`config.mk`:
```
export PLATFORM = sky130hd
export DESIGN_NAME = c80_queue
export DESIGN_NICKNAME = d
export VERILOG_FILES = /design/src/sv/c80_pkg.sv /design/src/sv/c80_queue.sv
export SDC_FILE = /design/constraint.sdc
export NUM_CORES = 1
export LEC_CHECK = 0
export BUFFER_PORTS_ARGS = -buffer_cell sky130_fd_sc_hd__buf_4
export CAP_MARGIN = 20
export CORE_UTILIZATION = 40
export DETAILED_ROUTE_END_ITERATION = 10
export MAX_ROUTING_LAYER = met4
export PLACE_DENSITY = 0.75
export SLEW_MARGIN = 0
export SYNTH_ARGS = -nofsm -noshare
export SYNTH_HDL_FRONTEND = slang
export SYNTH_SLANG_ARGS = --single-unit
```
`constraint.sdc`:
```
create_clock -name clk -period 2.4 [get_ports clk]
set_clock_uncertainty 0.1 [all_clocks]
set_input_delay 0.48 -clock clk [delete_from_list [all_inputs] [get_ports clk]]
set_output_delay 0.48 -clock clk [all_outputs]
set_load 0.005 [all_outputs]
```
`src/sv/c80_pkg.sv`:
```
// Package for the 8080 register and ALU execute block.
// Holds operation codes, variant codes and the item structs; no dependencies.
`default_nettype none
package c80_pkg;
    localparam int unsigned QueueDepth = 2;

    localparam logic [4:0] OP_NOP = 5'd0, OP_MOV = 5'd1, OP_MVI = 5'd2, OP_LXI = 5'd3,
        OP_ALU = 5'd4, OP_INR = 5'd5, OP_DCR = 5'd6, OP_INX = 5'd7, OP_DCX = 5'd8,
        OP_DAD = 5'd9, OP_ROT = 5'd10, OP_CMA = 5'd11, OP_STC = 5'd12, OP_CMC = 5'd13,
        OP_XCHG = 5'd14, OP_SPHL = 5'd15, OP_JMP = 5'd16, OP_PCHL = 5'd17;

    localparam logic [3:0] ALU_ADD = 4'd0, ALU_ADC = 4'd1, ALU_SUB = 4'd2,
        ALU_SBB = 4'd3, ALU_ANA = 4'd4, ALU_XRA = 4'd5, ALU_ORA = 4'd6, ALU_CMP = 4'd7;

    localparam logic [3:0] ROT_RLC = 4'd0, ROT_RRC = 4'd1, ROT_RAL = 4'd2, ROT_RAR = 4'd3;

    localparam logic [2:0] REG_A = 3'd6, REG_MEM = 3'd7;

    typedef struct packed {
        logic [4:0]  operation;
        logic [3:0]  variant;
        logic [2:0]  dest_reg;
        logic [2:0]  src_reg;
        logic [1:0]  pair_sel;
        logic        use_immediate;
        logic [15:0] immediate;
    } instr_t;

    typedef struct packed {
        logic [7:0]  acc;
        logic [7:0]  psw_flags;
        logic        jump_taken;
        logic [15:0] new_pc;
        logic [15:0] pair_bc;
        logic [15:0] pair_de;
        logic [15:0] pair_hl;
        logic [15:0] stack_ptr;
    } result_t;
endpackage
`default_nettype wire

```
`src/sv/c80_queue.sv`:
```
// Short instruction queue between the front end and the execute stage.
// Depends on c80_pkg.
`default_nettype none
module c80_queue import c80_pkg::*; #(
    parameter int unsigned DEPTH = QueueDepth
) (
    input  wire logic   clk,
    input  wire logic   rst_n,
    input  wire logic   push,
    input  wire instr_t push_data,
    output logic        full,
    input  wire logic   pop,
    output instr_t      pop_data,
    output logic        empty
);
    localparam int unsigned AW = (DEPTH > 1) ? $clog2(DEPTH) : 1;
    instr_t        mem_reg [DEPTH];
    logic [AW-1:0] wp_reg, rp_reg;
    logic [AW:0]   cnt_reg;

    assign full = (cnt_reg == (AW+1)'(DEPTH));
    assign empty = (cnt_reg == '0);
    assign pop_data = mem_reg[rp_reg];

    always_ff @(posedge clk) begin
        if (push) begin
            mem_reg[wp_reg] <= push_data;
        end
    end

    always_ff @(posedge clk or negedge rst_n) begin
        if (!rst_n) begin
            wp_reg <= '0;
            rp_reg <= '0;
            cnt_reg <= '0;
        end
        else begin
            if (push) begin
                wp_reg <= (wp_reg == AW'(DEPTH - 1)) ? '0 : wp_reg + 1'b1;
            end
            if (pop) begin
                rp_reg <= (rp_reg == AW'(DEPTH - 1)) ? '0 : rp_reg + 1'b1;
            end
            cnt_reg <= cnt_reg + (AW+1)'(push) - (AW+1)'(pop);
        end
    end
endmodule
`default_nettype wire

```
==> flow_summary.toml <==
[clocking]
clock_sink_count = 72
clock_tree.htree_level_count = 3
numCtsBuffers = 9
clockBufferDepth = 2
hold_buffers = 1
cts_resized = 0
cts.root.buffer_cell = "clkbuf_8"
clock_latency_ns = 0.33
worst_setup_hold_path_clk_slew_ns = 0.07
post_cts_buffers = 0
tritoncts = "yes"

[worst_setup_path]
crit_path_start_kind = "flop"
timing.critical_path.cells = "buf_12 > mux2_2 > buf_4"
timing.critical_path.fanout_max = 25
cp_slowest_stage_delay_ns = 0.39
worstSetupEndpointType = "output port"
critPathKind = "reg2out"
crit_required_ns = 1.82
max_stage_delay_cell_worst_path = "dfrtp_2"
arrival_ns = 1.42

[cells_and_area]
largest_register_ffs = 68
layout_commonest_cell = "buf_4"
multiInputGateArea_um2 = 588.1
area_growth_syn_to_layout_pct = 29.79
final_core_utilization_pct = 53.52
finalNetCount = 248
most-common-layout-cells = "78 x buf_4, 68 x edfxtp_1, 29 x mux2_4, 9 x clkbuf_8, 5 x mux2_2"
post-route-cell-area_um2 = 3636
post_route_cells_drive_above_1_share_pct = 61.32
seq_area_um2 = 2143
final.fill_count = 536
n_antenna_cell = 0

[floorplan]
rows = 30
dieWidth_um = 85.69
top_level_ports = 74
dieArea_um2 = 7342
core-area_um2 = 6794
initial_cell_density_of_the_core_pct = 41.23
die-height_um = 85.69

[power]
power.share.switching_pct = 26.19
pwr-share-clk_pct = 20.1
power.ir.vdd_worst_v = 0.0007377
power_frac_comb_pct = 34.9
seqPwrFrac_pct = 45.0
power.leakage_nw = 1.473
power.net_switching_mw = 1.021
power_per_cell_area_nw_per_um2 = 1072
power_mw = 3.899
internal-power_mw = 2.878

[logic_synthesis]
post_synth_cell_types = 13
synth_top_area_share_pct = 72.89
synth-simple-area-share_pct = 0.8039
yosys-mux-area-fraction_pct = 17.55
yosys.area_share.adder_pct = 0.8933
main_combinational_cell_family_by_area_after_synthesis = "multiplexers"
cells_taking_the_most_area_after_synthesis = "edfxtp_1 73%, mux2_4 16%, dfrtp_1 3.6%, buf_12 2.1%, mux2_2 2.0%"
ys_ff_latch = 72
synth-warning-count = 0
netlist_area_um2 = 2801
synth_sequential_area_ratio_pct = 76.46
complex_gate_fraction_of_the_synthesized_area_pct = 0
synthDominantAreaCellType = "edfxtp_1"
netlist_instances = 121
synthesis.nets = 161
syn-mean-instance-area_um2 = 23.15
post_synth_xor_area_fraction_pct = 1.474

[sta]
final_max_slew_viol_count = 0
hold_viol = 0
worst-slew-pin-transition_ns = 0.2647
period_needed_ns = 2.005
worst_hold_slack_ns = 0.2262
max_freq_ghz = 0.4988
post-route-period-util_pct = 83.54
totalNegativeSetupSlack_ns = 0
setup-violations-final = 0
timing.slew.headroom_pct = 82.35
setup_repair_after_global_routing_missed_its_margin = "false"

[detailed_routing]
wl_um = 4370
dr_total_vias = 1350
detail_route.vias_per_cell = 4.383
met2_length_um = 2125
drt_first_iter_violations = 53
top_layer_used = "met4"
route.detailed.drc = 0
met3RoutedLength_um = 246
drt-met1-wl_um = 1914
drtPass1Iterations = 4
ant_nets = 0
wire_per_inst_um = 14.19

[worst_hold_path]
hp_class = "in2reg"

[placed_design]
io_buffer_count = 73
detailed_place.area_um2 = 3465
finalWeightedCongestion = 0.6572

[grt]
vias_in_the_first_global_route = 1393
antenna_found_initial = 0
globalRouteTotalUtil_pct = 13.24
grt_start_max_net_pins = 26
first_pass_grt_wire_length_um = 6720
globalRoute.totalOverflow = 0

[job]
maxCapViolations = 0

[outcome]
run_status = "finished clean"
power groups by stage:
stage / clock [mW] / sequential [mW] / combinational [mW]
2_1_floorplan: 0 / 1.76 / 0.891
3_3_place_gp: 0 / 1.77 / 1.37
3_5_place_dp: 0 / 1.79 / 1.39
4_1_cts: 0.809 / 1.76 / 1.39
5_1_grt: 0.863 / 1.78 / 1.47
6_report: 0.782 / 1.76 / 1.36
cells by family (layout without fill, tap and decap cells):
| group | after synthesis | count (layout) |
|---|---|---|
| flip-flops | 72 | 72 |
| multiplexers | 34 | 34 |
| buffers and inverters | 6 | 97 |
| AND/OR/NAND/NOR | 4 | 4 |
| XOR/XNOR | 3 | 3 |
| adder cells (fa/ha/maj) | 2 | 2 |
layout make-up:
class	count	area share, %
Multi-Input combinational cell	43	16.17
Tap cell	96	3.304
Clock inverter	6	1.032
Timing Repair Buffer	80	16.93
Inverter	2	0.2065
Sequential cell	72	58.95
Clock buffer	9	3.407
cells in the mapped netlist:
| master | number |
|---|---|
| xor2_1 | 2 |
| ha_1 | 2 |
| xor3_1 | 1 |
| edfxtp_1 | 68 |
| buf_12 | 3 |
| buf_6 | 1 |
| mux2_4 | 29 |
| dfrtp_1 | 4 |
| and2_1 | 1 |
| inv_1 | 2 |
| nor2b_1 | 2 |
| nor2_1 | 1 |
| mux2_2 | 5 |
stage by stage:
step,setup WS [ns],cells
floorplan,0.4891,121
global placement,0.7525,292
detailed placement,0.7306,292
CTS,0.3605,308
global route,0.3282,308
finish,0.3951,308
final timing paths:
kind | startpoint | depth (start not counted) | slack [ns] | to
max reg2reg | cnt_reg[0] | 5 | 1.10 | cnt_reg[1]
max | rp_reg | 3 | 0.40 | pop_data[25]
max in group asynchronous | rst_n | 2 | 1.71 | rp_reg
min reg2reg | wp_reg | 1 | 0.44 | wp_reg
min in group asynchronous | rst_n | 2 | 0.38 | cnt_reg[1]
min | push_data[30] | 1 | 0.23 | mem_reg[0][30]
critical path, delay by kind of cell, from the launching register on:
kind                   cells  cell delay (ns)
DFF                        1             0.39
muxes                      1             0.36
buffers and inverters      2             0.35
metal layers:
metal / track usage, % / vias to the layer above
met4: 7.727 / 0
met2: 20.73 / 60
li1: - / 638
met1: 15.44 / 643
met3: 3.561 / 9
met5: - / -
Note: power is estimated with default switching activity, not from simulation.
